## config.mk

```make
export PLATFORM = sky130hd
export DESIGN_NAME = led_buck_current_regulator
export DESIGN_NICKNAME = d
export VERILOG_FILES = /design/src/hdl/lbcr_pkg.sv /design/src/hdl/led_buck_current_regulator.sv
export SDC_FILE = /design/constraint.sdc
export NUM_CORES = 1
export LEC_CHECK = 0
export BUFFER_PORTS_ARGS = -buffer_cell sky130_fd_sc_hd__buf_2
export CORE_ASPECT_RATIO = 0.7
export CORE_UTILIZATION = 40
export CTS_CLUSTER_SIZE = 8
export DETAILED_ROUTE_END_ITERATION = 12
export HOLD_SLACK_MARGIN = 0.08
export PLACE_DENSITY = 0.59
export SETUP_SLACK_MARGIN = 0.3
export SKIP_CTS_REPAIR_TIMING = 1
export SYNTH_ARGS = -nofsm -noshare
export SYNTH_HDL_FRONTEND = slang
export SYNTH_SLANG_ARGS = --single-unit
export TNS_END_PERCENT = 10
```

## constraint.sdc

```tcl
create_clock -name clk -period 15.8 [get_ports clk]
set_clock_uncertainty 0.2 [all_clocks]
set_input_delay 1.58 -clock clk [delete_from_list [all_inputs] [get_ports clk]]
set_output_delay 1.58 -clock clk [all_outputs]
set_load 0.005 [all_outputs]
```

## src/hdl/lbcr_pkg.sv

```systemverilog
package lbcr_pkg;

	typedef struct packed {
		logic [7:0] sense_sample;
		logic       blink_in;
	} in_t;

	typedef struct packed {
		logic [7:0] duty;
		logic       shutdown;
		logic       sample_used;
		logic       bright_band;
	} out_t;

	localparam int CfgIdxW = 3;

	localparam logic [CfgIdxW-1:0] CFG_DIM_LEVEL      = 3'd0;
	localparam logic [CfgIdxW-1:0] CFG_BRIGHT_LEVEL   = 3'd1;
	localparam logic [CfgIdxW-1:0] CFG_BAND_WIDTH     = 3'd2;
	localparam logic [CfgIdxW-1:0] CFG_PANIC_LEVEL    = 3'd3;
	localparam logic [CfgIdxW-1:0] CFG_PANIC_LIMIT    = 3'd4;
	localparam logic [CfgIdxW-1:0] CFG_SETTLE_SKIP    = 3'd5;
	localparam logic [CfgIdxW-1:0] CFG_TICK_PRESCALE  = 3'd6;
	localparam logic [CfgIdxW-1:0] CFG_PATTERN_LENGTH = 3'd7;

	localparam logic [7:0] RST_DIM_LEVEL      = 8'd30;
	localparam logic [7:0] RST_BRIGHT_LEVEL   = 8'd125;
	localparam logic [7:0] RST_BAND_WIDTH     = 8'd10;
	localparam logic [7:0] RST_PANIC_LEVEL    = 8'd225;
	localparam logic [7:0] RST_PANIC_LIMIT    = 8'd50;
	localparam logic [7:0] RST_SETTLE_SKIP    = 8'd3;
	localparam logic [7:0] RST_TICK_PRESCALE  = 8'd100;
	localparam logic [7:0] RST_PATTERN_LENGTH = 8'd100;

	localparam logic [7:0] DUTY_PANIC_STEP = 8'd5;
	localparam logic [7:0] DUTY_FAST_STEP  = 8'd10;
	localparam logic [7:0] DUTY_SLOW_STEP  = 8'd1;
	localparam logic [7:0] FAST_THRESHOLD  = 8'd30;

	localparam logic [7:0] DIM_TICK_A = 8'd2;
	localparam logic [7:0] DIM_TICK_B = 8'd4;
	localparam logic [7:0] DIM_TICK_C = 8'd6;

	function automatic logic [7:0] sat_add8(input logic [7:0] a, input logic [7:0] b);
		logic [8:0] s;
		s = {1'b0, a} + {1'b0, b};
		return s[8] ? 8'hFF : s[7:0];
	endfunction

	function automatic logic [7:0] sat_sub8(input logic [7:0] a, input logic [7:0] b);
		return (a > b) ? (a - b) : 8'd0;
	endfunction

endpackage

```

## src/hdl/led_buck_current_regulator.sv

```systemverilog
// Channel   Direction  Payload          Handshake
// in        input      lbcr_pkg::in_t   in_valid / in_stall
// out       output     lbcr_pkg::out_t  out_valid / out_stall
// cfg       input      8-bit register   cfg_wr_en / cfg_addr / cfg_wdata
//
// One item per cycle sustained while out_stall is low. The input register holds the item,
// and the regulator state and the result register are then updated together in one pass
// of compare and step logic.
// Reset clears the regulator state and loads the default register values.
// A stalled result holds in the output register while one more item waits in the
// input register; in_stall rises only when both are full.
module led_buck_current_regulator (
	input  logic                         clk,
	input  logic                         arst_n,
	input  logic                         in_valid,
	output logic                         in_stall,
	input  lbcr_pkg::in_t                in_data,
	output logic                         out_valid,
	input  logic                         out_stall,
	output lbcr_pkg::out_t               out_data,
	input  logic                         cfg_wr_en,
	input  logic [lbcr_pkg::CfgIdxW-1:0] cfg_addr,
	input  logic [7:0]                   cfg_wdata
);
	import lbcr_pkg::*;

	logic [7:0] dim_level_q, bright_level_q, band_width_q, panic_level_q;
	logic [7:0] panic_limit_q, settle_skip_q, tick_prescale_q, pattern_length_q;

	logic [7:0] duty_q, skip_q, prescale_q, tick_q, panic_q;
	logic       bright_q, halted_q;

	logic       valid_s1;
	in_t        data_s1;
	logic       out_valid_q;
	out_t       out_data_q;

	logic       advance;

	logic       act;
	logic [7:0] pre_inc, pre_nx, tick_inc, tick_nx;
	logic       bright_nx;
	logic [7:0] lo, hi, shortfall;
	logic [8:0] hi_sum;
	logic [7:0] duty_reg_nx, panic_nx, skip_nx;
	logic       halted_nx;

	always_ff @(posedge clk or negedge arst_n) begin
		if (!arst_n) begin
			dim_level_q      <= RST_DIM_LEVEL;
			bright_level_q   <= RST_BRIGHT_LEVEL;
			band_width_q     <= RST_BAND_WIDTH;
			panic_level_q    <= RST_PANIC_LEVEL;
			panic_limit_q    <= RST_PANIC_LIMIT;
			settle_skip_q    <= RST_SETTLE_SKIP;
			tick_prescale_q  <= RST_TICK_PRESCALE;
			pattern_length_q <= RST_PATTERN_LENGTH;
		end else if (cfg_wr_en) begin
			case (cfg_addr)
				CFG_DIM_LEVEL:      dim_level_q      <= cfg_wdata;
				CFG_BRIGHT_LEVEL:   bright_level_q   <= cfg_wdata;
				CFG_BAND_WIDTH:     band_width_q     <= cfg_wdata;
				CFG_PANIC_LEVEL:    panic_level_q    <= cfg_wdata;
				CFG_PANIC_LIMIT:    panic_limit_q    <= cfg_wdata;
				CFG_SETTLE_SKIP:    settle_skip_q    <= cfg_wdata;
				CFG_TICK_PRESCALE:  tick_prescale_q  <= cfg_wdata;
				CFG_PATTERN_LENGTH: pattern_length_q <= cfg_wdata;
				default: begin
				end
			endcase
		end
	end

	// The input register moves on whenever the result register is empty or being taken.
	assign advance  = !out_valid_q || !out_stall;
	assign in_stall = valid_s1 && !advance;

	always_ff @(posedge clk or negedge arst_n) begin
		if (!arst_n) begin
			valid_s1 <= 1'b0;
		end else if (!in_stall) begin
			valid_s1 <= in_valid;
		end
	end

	always_ff @(posedge clk) begin
		if (in_valid && !in_stall) begin
			data_s1 <= in_data;
		end
	end

	always_comb begin
		act = !halted_q && (skip_q > settle_skip_q);

		// Blink pattern.
		pre_inc  = sat_add8(prescale_q, 8'd1);
		tick_inc = tick_q;
		pre_nx   = pre_inc;
		if (pre_inc > tick_prescale_q) begin
			tick_inc = tick_q + 8'd1;
			pre_nx   = 8'd0;
		end
		tick_nx   = tick_inc;
		bright_nx = bright_q;
		if (tick_inc == DIM_TICK_A || tick_inc == DIM_TICK_B || tick_inc == DIM_TICK_C) begin
			bright_nx = 1'b0;
		end else if (tick_inc == pattern_length_q) begin
			tick_nx = 8'd0;
		end else begin
			bright_nx = 1'b1;
		end
		if (!data_s1.blink_in) begin
			bright_nx = 1'b0;
			tick_nx   = 8'd0;
			pre_nx    = 8'd0;
		end

		// Duty step against the band that was just selected.
		lo          = bright_nx ? bright_level_q : dim_level_q;
		hi_sum      = {1'b0, lo} + {1'b0, band_width_q};
		hi          = hi_sum[8] ? 8'hFF : hi_sum[7:0];
		shortfall   = lo - data_s1.sense_sample;
		duty_reg_nx = duty_q;
		panic_nx    = panic_q;
		if (data_s1.sense_sample > panic_level_q) begin
			duty_reg_nx = sat_sub8(duty_q, DUTY_PANIC_STEP);
			panic_nx    = sat_add8(panic_q, 8'd1);
		end else if (data_s1.sense_sample < lo) begin
			duty_reg_nx = sat_add8(duty_q,
				(shortfall > FAST_THRESHOLD) ? DUTY_FAST_STEP : DUTY_SLOW_STEP);
			panic_nx    = 8'd0;
		end else if (data_s1.sense_sample > hi) begin
			duty_reg_nx = sat_sub8(duty_q, DUTY_SLOW_STEP);
		end else begin
			panic_nx = 8'd0;
		end

		// Skipped samples leave the pattern and duty untouched.
		if (!act) begin
			tick_nx     = tick_q;
			pre_nx      = prescale_q;
			bright_nx   = bright_q;
			duty_reg_nx = duty_q;
			panic_nx    = panic_q;
		end
		skip_nx = act ? 8'd0 : sat_add8(skip_q, 8'd1);

		halted_nx = halted_q;
		if (!halted_q && (panic_nx >= panic_limit_q)) begin
			halted_nx   = 1'b1;
			duty_reg_nx = 8'd0;
		end
		if (halted_q) begin
			skip_nx = skip_q;
		end
	end

	always_ff @(posedge clk or negedge arst_n) begin
		if (!arst_n) begin
			duty_q     <= 8'd0;
			skip_q     <= 8'd0;
			prescale_q <= 8'd0;
			tick_q     <= 8'd0;
			panic_q    <= 8'd0;
			bright_q   <= 1'b0;
			halted_q   <= 1'b0;
		end else if (valid_s1 && advance) begin
			duty_q     <= duty_reg_nx;
			skip_q     <= skip_nx;
			prescale_q <= pre_nx;
			tick_q     <= tick_nx;
			panic_q    <= panic_nx;
			bright_q   <= bright_nx;
			halted_q   <= halted_nx;
		end
	end

	always_ff @(posedge clk or negedge arst_n) begin
		if (!arst_n) begin
			out_valid_q <= 1'b0;
		end else if (advance) begin
			out_valid_q <= valid_s1;
		end
	end

	always_ff @(posedge clk) begin
		if (valid_s1 && advance) begin
			out_data_q.duty        <= halted_nx ? 8'd0 : duty_reg_nx;
			out_data_q.shutdown    <= halted_nx;
			out_data_q.sample_used <= act;
			out_data_q.bright_band <= bright_nx;
		end
	end

	assign out_valid = out_valid_q;
	assign out_data  = out_data_q;

	a_shutdown_zero_duty: assert property (@(posedge clk) disable iff (!arst_n)
		out_valid_q && out_data_q.shutdown |-> out_data_q.duty == 8'd0)
		else $error("shutdown result with nonzero duty");

	a_halt_latches: assert property (@(posedge clk) disable iff (!arst_n)
		halted_q |=> halted_q && duty_q == 8'd0)
		else $error("shutdown released or duty moved while halted");

	a_stall_only_when_full: assert property (@(posedge clk) disable iff (!arst_n)
		in_stall |-> valid_s1 && out_valid_q && out_stall)
		else $error("input stalled with room in the pipeline");

	a_result_follows_item: assert property (@(posedge clk) disable iff (!arst_n)
		valid_s1 && !out_valid_q |=> out_valid_q)
		else $error("registered item did not reach the result register");

endmodule

```

==> key figures <==
Global routing
  – First-pass GRT wire length: about 33 mm
  – Global routing's busiest layer: met1
  – Met2 Use GR: between 20% and 30%
  – GRT Util Overall: 20.1%
  – Largest net degree at the start of global routing: just under 70
  – M1 GR Usage: 30.3%
  – GRT Residual Overflow: 0
  – M3 GR Usage: between 4 and 5%
  – Initial antenna violation count: 0
  – Vias in the first global route: 6048

Status
  – Status: complete, no violations

Layout
  – Total Nets Final: between 900 and 1000
  – Antenna diodes: 0
  – Layout cell share with drive strength beyond 1: between 20 and 25%
  – # fillers: roughly 1900
  – Commonest non-fill, non-tap cell in the layout: dfrtp_1
  – Area delta synth->final: 13.0%
  – Most frequent cells in the layout: 81 x dfrtp_1, 68 x nand2_1, 65 x mux2_2, 65 x ha_1, 58 x nor2_1

Clock tree
  – Worst-case clock buffer depth: 2
  – TritonCTS Sinks: 128
  – Number of CTS-inserted buffers: 17
  – Clock transition at the registers of the reported paths: ~0.06 ns
  – Skew-Pair Late Insertion Delay: between 0.4 and 0.5 ns
  – H-tree depth: 4
  – Root Buffer: clkbuf_16
  – TritonCTS clock tree: done

Synthesis
  – Synthesized flop and latch total: 128
  – Unique masters post-synth: between 60 and 70
  – Seq/Total Area, Yosys: 40.1%
  – Compound-Gate Fraction of Synth Area: about 17%
  – Fraction of synthesized area in multiplexers: a little under a tenth
  – Synthesized cell area: between 8000 and 9000 µm²
  – EDFF count, synth: 20
  – Post-Synth XOR/XNOR Area: 3.79%
  – Dominant synthesized flop cell: dfrtp_1
  – Largest cells by area after synthesis: dfrtp_1 24%, ha_1 9.8%, mux2_2 8.8%, dfstp_2 8.5%, edfxtp_1 7.2%
  – Syn Nets: 946
  – Post-Synth Adder-Cell Area: a little over a tenth
  – Leading area contributor after synthesis: dfrtp_1
  – Combinational family with the most area after synthesis: compound AO/OA/AOI/OAI gates
  – Synth warn: 0
  – Yosys top cell area share: roughly a quarter
  – Ys async rst share: 84.4%
  – Simple-gate area share of the yosys netlist: 15.6%
  – Gate Count Post-Synth: around 850
  – Syn Area/Cell: ~9.8 µm²

Detailed routing
  – Antenna Violating Nets Remaining: 0
  – Routed WL: 20.2 mm
  – Drt pass-1 iters: 5
  – Via count: 6539
  – WL per Instance: between 15 and 20 µm
  – Drt initial violations: ~620
  – DRC: 0
  – Vias per cell: 5.58

Die
  – Row count: 43
  – Ports: 38
  – Die width: between 150 and 200 µm
  – Die area: approximately 21000 µm²
  – Area of the core: about 20000 µm²
  – Die H: 123 µm
  – Initial Util: between 40 and 50%

Pwr
  – Comb pwr share: 37.3%
  – Fraction of power spent switching nets: 37.2%
  – Cell-internal power: 924 µW
  – Flop pwr share: between 30% and 40%
  – P_sw: about 550 µW
  – Leakage power: 0.00414 µW
  – Pwr Density: about 160 nW/µm²
  – Max rail drop VDD: a little over 0.08 mV
  – Part of the power in the clock network: 28.6%

Setup path
  – Start point of the critical path: prescale_q[2]
  – Data arrival time of the worst path: between 9 and 10 ns
  – Slowest cell on crit path: o31ai_1
  – Critical Path Fanout Max: 11
  – Reg2reg setup slack: about 6.3 ns
  – R2R depth: 40
  – Reg-to-reg startpoint: prescale_q[2]
  – Crit-path max cell delay: between 0.5 and 0.6 ns
  – Most frequent CP cell: a21o_1
  – R2r endpoint: out_data[3]
  – WP data required: approximately 16 ns
  – Critical Path End Type: flop
  – Critical path launch point type: flop
  – Critical path endpoint: out_data[3]
  – WS Path Type: reg -> reg

Timing
  – Setup TNS: 0 ns
  – Slew Viols, Final: 0
  – Hold Worst Slack: roughly 0.29 ns
  – Hold Fails Final Rpt: 0
  – Final min period: between 9 and 10 ns
  – Slew headroom: ~20%
  – Fmax: ~110 MHz
  – Fin crit share: 60.3%
  – Final setup vio count: 0
  – Unrepaired setup endpoints after global routing: no
  – Least-Margin Pin Slew: ~1.2 ns

Place
  – Detail Placement HPWL: ~15 mm
  – Final Wtd Congestion: roughly 0.9
  – Port bufs: 37

Job
  – Max-cap violations: 0

Min path
  – Worst Hold Class: reg -> reg
## layer usage
layer  part of all wire (%)  wire (µm)
met1                     53      10700
met2                     40       8150
met3                    5.8       1180
met4                    1.1        216
met5                      0          0
## synthesized netlist by cell type (16+ instances only)
cell type,count
dfrtp_1,81
nand2_1,68
ha_1,65
mux2_2,65
nor2_1,58
o21ai_0,56
inv_1,53
a21oi_1,45
nand3_1,29
dfstp_2,27
clkbuf_1,23
edfxtp_1,20
nand2b_1,20
xnor2_1,20
nand4_1,17
a22o_1,16
xor2_1,16
## worst max-delay path, delay by kind of cell, from the launching register on
| kind | cells | cell delay, ns |
|---|---|---|
| simple gates | 12 | 2.75 |
| mux | 2 | 0.57 |
| compound gates | 19 | 4.09 |
| flops | 1 | 0.41 |
| buf+inv | 2 | 0.12 |
| fa+ha+maj | 5 | 1.19 |
## final cells by class
type,instances,area (µm²),share of cell area [%]
clock buffer,17,425,4.52
clock inverter,15,204,2.17
inverter,54,203,2.15
multi-input combinational,643,4660,49.6
sequential,128,3340,35.5
tap,270,338,3.59
timing repair buffer,44,240,2.55
## registers in the layout, indices dropped and copies added, names as in the netlist
name / count
bright_q: 1
panic_limit_q: 8
out_data: 11
band_width_q: 8
dim_level_q: 8
tick_q: 8
halted_q: 1
panic_level_q: 8
valid_s1: 1
tick_prescale_q: 8
data_s1: 9
pattern_length_q: 8
duty_q: 8
bright_level_q: 8
settle_skip_q: 8
panic_q: 8
skip_q: 8
out_valid: 1
prescale_q: 8
## power groups by stage
stage | Combinational (µW) | Clock, µW | Sequential [µW]
floorplan | 429 | 0 | 470
global placement | 540 | 0 | 504
detailed placement | 540 | 0 | 505
CTS | 545 | 431 | 500
global route | 620 | 444 | 513
finish | 548 | 422 | 502
## how the worst min path moves through the flow
| stage | end | start | depth (start not counted) |
|---|---|---|---|
| 2_1_floorplan | out_valid | valid_s1 | 1 |
| 3_3_place_gp | out_valid | valid_s1 | 1 |
| 3_5_place_dp | out_valid | valid_s1 | 1 |
| 4_1_cts | out_valid | valid_s1 | 1 |
| 5_1_grt | out_valid | valid_s1 | 1 |
| 6_report | out_valid | valid_s1 | 1 |
## stage by stage
| stage | total power [µW] | area, µm² | worst slack [ns] | instances | util [%] |
|---|---|---|---|---|---|
| after floorplan | 899 | 8330 | 7.39 | 853 | - |
| after global placement | 1040 | 8780 | 6.75 | 1139 | 43.6 |
| after detailed placement | 1040 | 8780 | 6.47 | 1139 | 43.6 |
| after CTS | 1480 | 9410 | 6.38 | 1171 | 46.8 |
| after global routing | 1580 | 9410 | 5.66 | 1171 | 46.8 |
| final | 1470 | 9410 | 6.28 | 1171 | 46.8 |
## kinds of logic (layout without fill, tap and decap cells)
kind of cell / after synthesis / after routing
muxes: 71 / 71
and+or+nand+nor: 259 / 259
AOI/OAI and AO/OA: 209 / 209
buffers and inverters: 82 / 130
DFF: 128 / 128
xor gates and xnor gates: 36 / 36
adders and majority gates: 68 / 68
Power figures use the tool's default switching activity.
